File: config.mk
export PLATFORM = sky130hd
export DESIGN_NAME = polygon_area_perimeter
export DESIGN_NICKNAME = d
export VERILOG_FILES = /design/src/design/pap_pkg.sv /design/src/design/polygon_area_perimeter.sv
export SDC_FILE = /design/constraint.sdc
export NUM_CORES = 2
export LEC_CHECK = 0
export ABC_CLOCK_PERIOD_IN_PS = 13230
export BUFFER_PORTS_ARGS = -buffer_cell sky130_fd_sc_hd__buf_2
export CORE_UTILIZATION = 60
export CTS_CLUSTER_DIAMETER = 50
export DETAILED_ROUTE_END_ITERATION = 10
export HOLD_SLACK_MARGIN = 0.1
export PLACE_DENSITY = 0.88
export SLEW_MARGIN = 30
export SYNTH_ARGS = -nofsm -noshare
export SYNTH_HDL_FRONTEND = slang
export SYNTH_SLANG_ARGS = --single-unit
export TNS_END_PERCENT = 5
File: constraint.sdc
create_clock -name clk -period 13.23 [get_ports clk]
set_input_delay 2.646 -clock clk [delete_from_list [all_inputs] [get_ports clk]]
set_output_delay 2.646 -clock clk [all_outputs]
set_load 0.02 [all_outputs]
File: src/design/pap_pkg.sv
`timescale 1ns / 1ps
`default_nettype none
// ----------------------------------------------------------------------------
// pap_pkg
// Shared constants and sequencer states for the polygon area/perimeter block.
// ----------------------------------------------------------------------------
package pap_pkg;

  localparam int MAX_CORNERS_DEF = 32;

  localparam int COORD_W  = 16;
  localparam int DIFF_W   = 17;
  localparam int PROD_W   = 34;
  localparam int SUM_W    = 40;
  localparam int AREA_W   = 38;
  localparam int PERIM_W  = 22;
  localparam int COUNT_W  = 6;
  localparam int ROOT_W   = 17;
  localparam int REM_W    = 18;
  localparam int SQ_W     = 34;
  localparam int IN_W     = 32;
  localparam int OUT_W    = 72;

  localparam logic [COUNT_W-1:0] COUNT_CAP = 6'd63;
  localparam logic [AREA_W-1:0]  AREA_CAP  = 38'h20_0000_0000;
  localparam logic [PERIM_W-1:0] PERIM_CAP = 22'h3F_FFFF;

  typedef enum logic [8:0] {
    S_IDLE    = 9'b000000001,
    S_CLOSE   = 9'b000000010,
    S_MUL_A   = 9'b000000100,
    S_MUL_X   = 9'b000001000,
    S_MUL_Y   = 9'b000010000,
    S_ROOT_LD = 9'b000100000,
    S_ROOT    = 9'b001000000,
    S_ACC     = 9'b010000000,
    S_DONE    = 9'b100000000
  } state_t;

endpackage
`default_nettype wire

File: src/design/polygon_area_perimeter.sv
`timescale 1ns / 1ps
`default_nettype none
// ----------------------------------------------------------------------------
// polygon_area_perimeter
// Shoelace twice-area and floored-root perimeter of a streamed polygon.
// ----------------------------------------------------------------------------
// Channel   Dir  Content
// s_*       in   tdata: x_coord[15:0], y_coord[31:16]; tlast: last_corner
// m_*       out  tdata: area[37:0], perimeter[59:38], corner_count[65:60];
//                tuser: too_many
//
// Each corner after the first is accepted and then has its edge processed; the
// first corner is only accepted. The last corner also adds the closing edge and
// the result load.
// The edge time is set by the shared 17x17 multiplier (three products) and the
// bit-per-cycle square root (17 steps). s_tready is high only while idle.
// rst synchronously clears the sequencer, the sums and the output valid flag.
// A finished result waits in the output register; a further polygon is held
// at its result load until that register is free.
// ----------------------------------------------------------------------------
module polygon_area_perimeter
  import pap_pkg::*;
#(
  parameter int MAX_CORNERS = MAX_CORNERS_DEF
) (
  input  wire logic             clk,
  input  wire logic             rst,
  input  wire logic             s_tvalid,
  output logic                  s_tready,
  input  wire logic [IN_W-1:0]  s_tdata,   // x_coord[15:0], y_coord[31:16]
  input  wire logic             s_tlast,   // last_corner
  output logic                  m_tvalid,
  input  wire logic             m_tready,
  output logic [OUT_W-1:0]      m_tdata,   // area, perimeter, corner_count, zero pad
  output logic                  m_tuser    // too_many
);

  localparam logic [COUNT_W-1:0] MAX_C = COUNT_W'(MAX_CORNERS);
  localparam logic [4:0] ROOT_LAST = 5'(ROOT_W - 1);

  state_t state;

  logic signed [COORD_W-1:0] first_x, first_y, prev_x, prev_y;
  logic signed [SUM_W-1:0]   twice_area_sum;
  logic [PERIM_W-1:0]        edge_sum;
  logic [COUNT_W-1:0]        corners_seen;
  logic                      overflowed;
  logic                      close_pend, closing;

  logic signed [DIFF_W-1:0]  dx, dy, sy;
  logic signed [PROD_W-1:0]  prod;
  logic [SQ_W-1:0]           sq;
  logic [REM_W-1:0]          rem;
  logic [ROOT_W-1:0]         root;
  logic [4:0]                iter;

  logic                      in_acc;
  logic signed [COORD_W-1:0] x_in, y_in;
  logic signed [DIFF_W-1:0]  mul_a, mul_b;
  logic signed [PROD_W-1:0]  mul_p;
  logic signed [SUM_W:0]     area_add;
  logic signed [SUM_W-1:0]   area_sat;
  logic [PERIM_W:0]          edge_add;
  logic [REM_W+1:0]          rem_sh, trial;
  logic [SUM_W-1:0]          area_mag;
  logic [AREA_W-1:0]         area_out;
  logic [PERIM_W-1:0]        perim_out;
  logic                      out_free;

  assign s_tready = (state == S_IDLE);
  assign in_acc   = s_tvalid & s_tready;
  assign x_in     = s_tdata[15:0];
  assign y_in     = s_tdata[31:16];
  assign out_free = ~m_tvalid | m_tready;

  // shared multiplier: trapezoid term, then the two squares
  always_comb begin
    case (state)
      S_MUL_A: begin mul_a = dx; mul_b = sy; end
      S_MUL_X: begin mul_a = dx; mul_b = dx; end
      default: begin mul_a = dy; mul_b = dy; end
    endcase
  end
  assign mul_p = mul_a * mul_b;

  always_comb begin
    area_add = {twice_area_sum[SUM_W-1], twice_area_sum} + (SUM_W+1)'(prod);
    if (area_add[SUM_W] != area_add[SUM_W-1])
      area_sat = area_add[SUM_W] ? {1'b1, {(SUM_W-1){1'b0}}} : {1'b0, {(SUM_W-1){1'b1}}};
    else
      area_sat = area_add[SUM_W-1:0];
    edge_add = {1'b0, edge_sum} + (PERIM_W+1)'(root);
    rem_sh   = {rem, sq[SQ_W-1 -: 2]};
    trial    = {1'b0, root, 2'b01};
    area_mag = twice_area_sum[SUM_W-1] ? SUM_W'(-twice_area_sum) : twice_area_sum;
    if (overflowed) begin
      area_out  = AREA_CAP;
      perim_out = PERIM_CAP;
    end else begin
      area_out  = (area_mag > SUM_W'(AREA_CAP)) ? AREA_CAP : area_mag[AREA_W-1:0];
      perim_out = edge_sum;
    end
  end

  always_ff @(posedge clk) begin
    if (rst) begin
      state          <= S_IDLE;
      first_x        <= '0;
      first_y        <= '0;
      prev_x         <= '0;
      prev_y         <= '0;
      twice_area_sum <= '0;
      edge_sum       <= '0;
      corners_seen   <= '0;
      overflowed     <= 1'b0;
      close_pend     <= 1'b0;
      closing        <= 1'b0;
      m_tvalid       <= 1'b0;
    end else begin
      if (m_tvalid && m_tready && state != S_DONE)
        m_tvalid <= 1'b0;
      case (state)
        S_IDLE: begin
          if (in_acc) begin
            close_pend <= s_tlast;
            closing    <= 1'b0;
            prev_x     <= x_in;
            prev_y     <= y_in;
            if (corners_seen >= MAX_C || corners_seen >= COUNT_CAP)
              overflowed <= 1'b1;
            if (corners_seen < COUNT_CAP)
              corners_seen <= corners_seen + 1'b1;
            if (corners_seen == '0) begin
              first_x <= x_in;
              first_y <= y_in;
              state   <= s_tlast ? S_CLOSE : S_IDLE;
            end else begin
              dx    <= {x_in[15], x_in} - {prev_x[15], prev_x};
              dy    <= {y_in[15], y_in} - {prev_y[15], prev_y};
              sy    <= {y_in[15], y_in} + {prev_y[15], prev_y};
              state <= S_MUL_A;
            end
          end
        end
        S_CLOSE: begin
          // closing edge runs from the last corner back to the first
          dx      <= {first_x[15], first_x} - {prev_x[15], prev_x};
          dy      <= {first_y[15], first_y} - {prev_y[15], prev_y};
          sy      <= {first_y[15], first_y} + {prev_y[15], prev_y};
          closing <= 1'b1;
          state   <= S_MUL_A;
        end
        S_MUL_A: begin
          prod  <= mul_p;
          state <= S_MUL_X;
        end
        S_MUL_X: begin
          twice_area_sum <= area_sat;
          prod           <= mul_p;
          state          <= S_MUL_Y;
        end
        S_MUL_Y: begin
          sq    <= {1'b0, prod[SQ_W-2:0]};
          prod  <= mul_p;
          state <= S_ROOT_LD;
        end
        S_ROOT_LD: begin
          sq    <= sq + {1'b0, prod[SQ_W-2:0]};
          rem   <= '0;
          root  <= '0;
          iter  <= ROOT_LAST;
          state <= S_ROOT;
        end
        S_ROOT: begin
          // one result bit per cycle, two radicand bits shifted in
          if (rem_sh >= trial) begin
            rem  <= REM_W'(rem_sh - trial);
            root <= {root[ROOT_W-2:0], 1'b1};
          end else begin
            rem  <= rem_sh[REM_W-1:0];
            root <= {root[ROOT_W-2:0], 1'b0};
          end
          sq   <= {sq[SQ_W-3:0], 2'b00};
          iter <= iter - 1'b1;
          if (iter == '0)
            state <= S_ACC;
        end
        S_ACC: begin
          edge_sum <= edge_add[PERIM_W] ? PERIM_CAP : edge_add[PERIM_W-1:0];
          if (closing)
            state <= S_DONE;
          else if (close_pend)
            state <= S_CLOSE;
          else
            state <= S_IDLE;
        end
        S_DONE: begin
          // hold until the output register is free, then clear for the next polygon
          if (out_free) begin
            m_tvalid       <= 1'b1;
            m_tdata        <= {6'b0, corners_seen, perim_out, area_out};
            m_tuser        <= overflowed;
            first_x        <= '0;
            first_y        <= '0;
            prev_x         <= '0;
            prev_y         <= '0;
            twice_area_sum <= '0;
            edge_sum       <= '0;
            corners_seen   <= '0;
            overflowed     <= 1'b0;
            close_pend     <= 1'b0;
            closing        <= 1'b0;
            state          <= S_IDLE;
          end
        end
        default: state <= S_IDLE;
      endcase
    end
  end

endmodule
`default_nettype wire
# After elaboration in Yosys (flattened, before gate mapping)
# Index checks and enable logic that the tools add are counted.
# word_totals
elab_cells,152
inputBits,37
register_bits,371
# classes
muxes,59
multipliers,1
n_eq_ne,18
order_cmp,5
bitwise_logic,4
reduce_logical,28
n_addsub,13
# ops
operator,n
17-bit case mux with 2 select lines,5
40-bit two-way mux,4
16-bit case mux with 2 select lines,4
17-bit two-way mux,7
16-bit two-way mux,7
34-bit case mux with 3 select lines,1
9-bit case mux with 9 select lines,1
40-bit case mux with 2 select lines,1
16-bit by 16-bit subtractor with 17-bit output,4
22-bit two-way mux,2
22-bit case mux with 2 select lines,1
40-bit by 34-bit adder with 41-bit output,1
40-bit by 38-bit greater-than comparator with 1-bit output (second input constant),1
40-bit negator,1
9-bit two-way mux,4
18-bit case mux with 2 select lines,1
16-bit by 16-bit adder with 17-bit output,2
34-bit by 33-bit adder with 34-bit output,1
17-bit by 17-bit multiplier with 34-bit output,1
22-bit by 17-bit adder with 23-bit output,1
20-bit by 19-bit greater-or-equal comparator with 1-bit output,1
18-bit two-way mux,1
6-bit two-way mux,3
18-bit subtractor,1
38 further kinds,72

# Depth between registers and ports, before layout
# depth
depth_word,5
ltp_mapped,35
ltp_nobuf,32

# Worst setup path before layout
# OpenSTA, ideal clock, no wires.
# synth_path
kind,flip-flop to flip-flop
startpoint,register state[0]
endpoint,"register prod[33], data pin"
slack_ns,4.746
n_path_buf,2
stages_incl_launch_ff,32
t_arrival_ns,8.224
period_less_slack_ns,8.484
setup_time_ns,0.260
cell_sequence,dfxtp_1 nor4_1 nor2b_1 clkbuf_1 nand2_1 nor3b_2 nor2_1 clkbuf_1 and2_1 a221oi_1 nor2_1 fa_1 inv_1 fa_1 inv_1 fa_1 fa_1 fa_1 inv_1 fa_1 inv_1 ha_1 nand4_1 nor2_1 a221oi_1 o221a_2 o31ai_1 a41oi_1 nor4b_1 o41ai_1 a21oi_1 xnor2_1
# synth_between
elab_chain_len,4
elab_cells_between_ends,6
# synth_lines
item,line,text
"start, declared",polygon_area_perimeter.sv:41,state_t state;
"start signal, assigned",polygon_area_perimeter.sv:136,state <= s_tlast ? S_CLOSE : S_IDLE;
9-bit by 4-bit == test with 1-bit output or 9-bit by 3-bit == test with 1-bit output (tied branches),polygon_area_perimeter.sv:78,case (state)
2-bit OR reduction (no source line),n/a,
17-bit two-way mux,polygon_area_perimeter.sv:78,
17-bit by 17-bit multiplier with 34-bit output *,polygon_area_perimeter.sv:84,assign mul_p = mul_a * mul_b;
named net mul_p[33],polygon_area_perimeter.sv:60,logic signed [PROD_W-1:0] mul_p;
"end signal, assigned",polygon_area_perimeter.sv:154,prod <= mul_p;
"end signal, assigned",polygon_area_perimeter.sv:159,prod <= mul_p;
"end signal, assigned",polygon_area_perimeter.sv:164,prod <= mul_p;
"end, declared",polygon_area_perimeter.sv:51,logic signed [PROD_W-1:0] prod;
# The timed path passes the listed nets; every way through them passes the cells marked *.
# A chain may end at the register's enable or synchronous reset.

# Final worst setup path
# layout_path
startpoint,register state[0]
endpoint,"register prod[32], data pin"
# The elaborated chain is that of the path after synthesis.

==> results.yml <==
die:
  die_w_um: 238
  fp.dieArea_sq_um: 56500
  core_sq_um: 55000
  io_pins: 112
  rows: 86
  initial_core_util_pct: 60.6
  die_y_um: 238
worst_setup_path:
  critPathMaxFanout: 24
  criticalPathCategory: "reg -> reg"
  cp.arrival_ns: 10.02
  cp.required_ns: 13.57
  crit_top_cell: "fa_1"
  slowest_stage: "and4b_1"
  max_stage_delay_ns: 0.88
  end_kind: "flip-flop"
  worstSetupStartpointType: "flip-flop"
layout:
  final_cells: 4558
  nNetsFinal: 4359
  final_cell_mix: "inv_1, nand2_1, nor2_1, fa_1, a21oi_1"
  insertedDiodeCount: 0
  fin_area_sq_um: 36100
  drive_gt1_share_pct: 7.61
  syn2layout_area_growth_pct: 8.30
  utilization_pct: 65.6
  layout_commonest_cell: "inv_1"
routing:
  firstDrtPassIters: 6
  via_per_inst: 5.89
  vias: 26833
  finalWirelength_um: 81300
  route.detailed.drc: 0
  drt_iter0_drc: 2444
  wl_per_cell_um: 17.8
  postRouteAntennaNets: 0
clock_network:
  clk_pin_slew_ns: 0.06
  clk_latency_ns: 0.60
  cts-hold-fix-buffers: 0
  cts_buffer_depth: 3
  clock_sinks: 370
  cts_tree: "done"
  clock-root-buffer: "clkbuf_16"
  post_cts.repair.setup_buffers: 0
  cts_resized: 0
  htree_num_levels: 2
  cts_buffers: 44
job:
  cap_violations: 0
global_route:
  antenna_found_initial: 0
  grt_use_met2_pct: 49.8
  track_usage_pct: 29.3
  grt_overflow: 0
  grt_max_degree: 70
  grt_pass1_wl_um: 133000
  grt.met1_usage_pct: 36.3
  first_global_vias: 26786
  top_usage_layer: "met2"
  grt_util_met3_pct: 5.23
place:
  placed_cells: 4473
  io_buffers: 105
  placed_cell_area_sq_um: 34600
  place.gp.congestion: 0.977
  post-dp-hpwl_um: 62500
timing:
  setup_viol: 0
  period_needed_ns: 9.68
  drv_slew: 0
  timing.fmax_mhz: 103
  tns_ns: 0
  max_slew_margin_pct: 28.2
  worst_pin_slew_ns: 1.08
  fin_worst_skew_ns: 0.0439
  hold_violations: 0
  rsz0062_at_grt: "no"
  final.period_utilization_pct: 73.1
synth:
  ys.flop_type: "edfxtp_1"
  ys_ff_latch: 370
  synth_cells: 3731
  synth-edff-count: 225
  syn_area_per_cell_sq_um: 8.93
  synth_async_sr_flop_share_pct: 0
  ys_warn_count: 0
  ys_seq_area_share_pct: 29.0
  ys_types: 78
  syn-cell-area_sq_um: 33300
worst_hold_path:
  hold_class: "reg -> reg"
status:
  outcome: "finished clean"
worst paths after layout:
check	end	slack [ns]	from	cells after the start
hold / removal	first_y[9]	0.45	first_y[9]	2
setup reg to reg	prod[32]	3.55	state[0]	29
setup / recovery	prod[32]	3.55	state[0]	29
hold reg to reg	first_y[9]	0.45	first_y[9]	2
layout make-up:
| class | instances | area (sq um) |
|---|---|---|
| flip-flops and latches | 370 | 9660 |
| multi-input cells | 2732 | 21400 |
| well taps | 748 | 936 |
| inverters | 484 | 1820 |
| fillers | 4214 | 18900 |
| clock inverters | 17 | 204 |
| repair buffers | 142 | 826 |
| clock buffers | 65 | 1280 |
state kept, by name (all words and copies together), names as in the netlist, 5 cells and up:
| signal | flops |
|---|---|
| twice_area_sum | 40 |
| state | 9 |
| sq | 34 |
| dx | 17 |
| first_y | 16 |
| corners_seen | 6 |
| iter | 5 |
| m_tdata | 66 |
| prev_x | 16 |
| first_x | 16 |
| sy | 16 |
| prod | 34 |
| edge_sum | 22 |
| prev_y | 16 |
| dy | 17 |
| rem | 18 |
| root | 17 |
per-stage QoR:
step           setup WS [ns]  hold WS, ns
2_1_floorplan           4.75        0.436
3_3_place_gp            3.98        0.441
3_5_place_dp            3.74        0.447
4_1_cts                 3.73        0.454
5_1_grt                 2.93        0.468
6_report                3.55        0.453
cells in the mapped netlist, drive strengths merged, types with 11 or more instances:
library cell | count | area (sq um)
a211oi | 21 | 158
a21o | 57 | 428
a21oi | 257 | 1290
a221o | 11 | 110
a221oi | 14 | 123
a22oi | 26 | 195
a311oi | 18 | 158
a31oi | 21 | 131
and2 | 25 | 156
and3 | 18 | 113
buf | 14 | 98.8
clkbuf | 136 | 510
dfxtp | 145 | 2900
edfxtp | 225 | 6760
fa | 302 | 6050
ha | 246 | 3080
inv | 484 | 1820
mux2i | 28 | 280
nand2 | 461 | 1730
nand2b | 24 | 150
nand3 | 111 | 556
nand4 | 13 | 81.3
nor2 | 374 | 1400
nor2b | 33 | 206
nor3 | 47 | 246
nor4 | 11 | 68.8
o21a | 17 | 128
o21ai | 152 | 761
o21bai | 23 | 173
o31ai | 16 | 120
o41ai | 12 | 105
or2 | 42 | 263
or3 | 23 | 144
xnor2 | 117 | 1020
xor2 | 91 | 797
worst max-delay path, delay by kind of cell, from the launching register on:
family	cells	cell delay (ns)
fa+ha+maj	7	3.48
simple gates	7	2.59
compound gates	9	2.44
buf+inv	5	0.45
flops	1	0.37
xor+xnor	1	0.09
cell families (layout without fill, tap and decap cells):
| logic type | Yosys count | count (layout) | share of synthesized area, % |
|---|---|---|---|
| adders and majority gates | 548 | 548 | 27.4 |
| muxes | 28 | 28 | 0.841 |
| DFF | 370 | 370 | 29.0 |
| xor gates and xnor gates | 208 | 208 | 5.47 |
| AOI/OAI and AO/OA | 724 | 724 | 13.7 |
| other | 1 | 6 | 0.0113 |
| and+or+nand+nor | 1218 | 1218 | 16.3 |
| buffers and inverters | 634 | 708 | 7.28 |
metal layers:
layer,wire [um],part of all wire [%]
met5,0,0
met2,39000,48
met4,3920,4.8
met1,31900,39
met3,6540,8.0
Power is not shown: default switching activity piles up to over one toggle a cycle in this logic, so the estimate is an artifact.
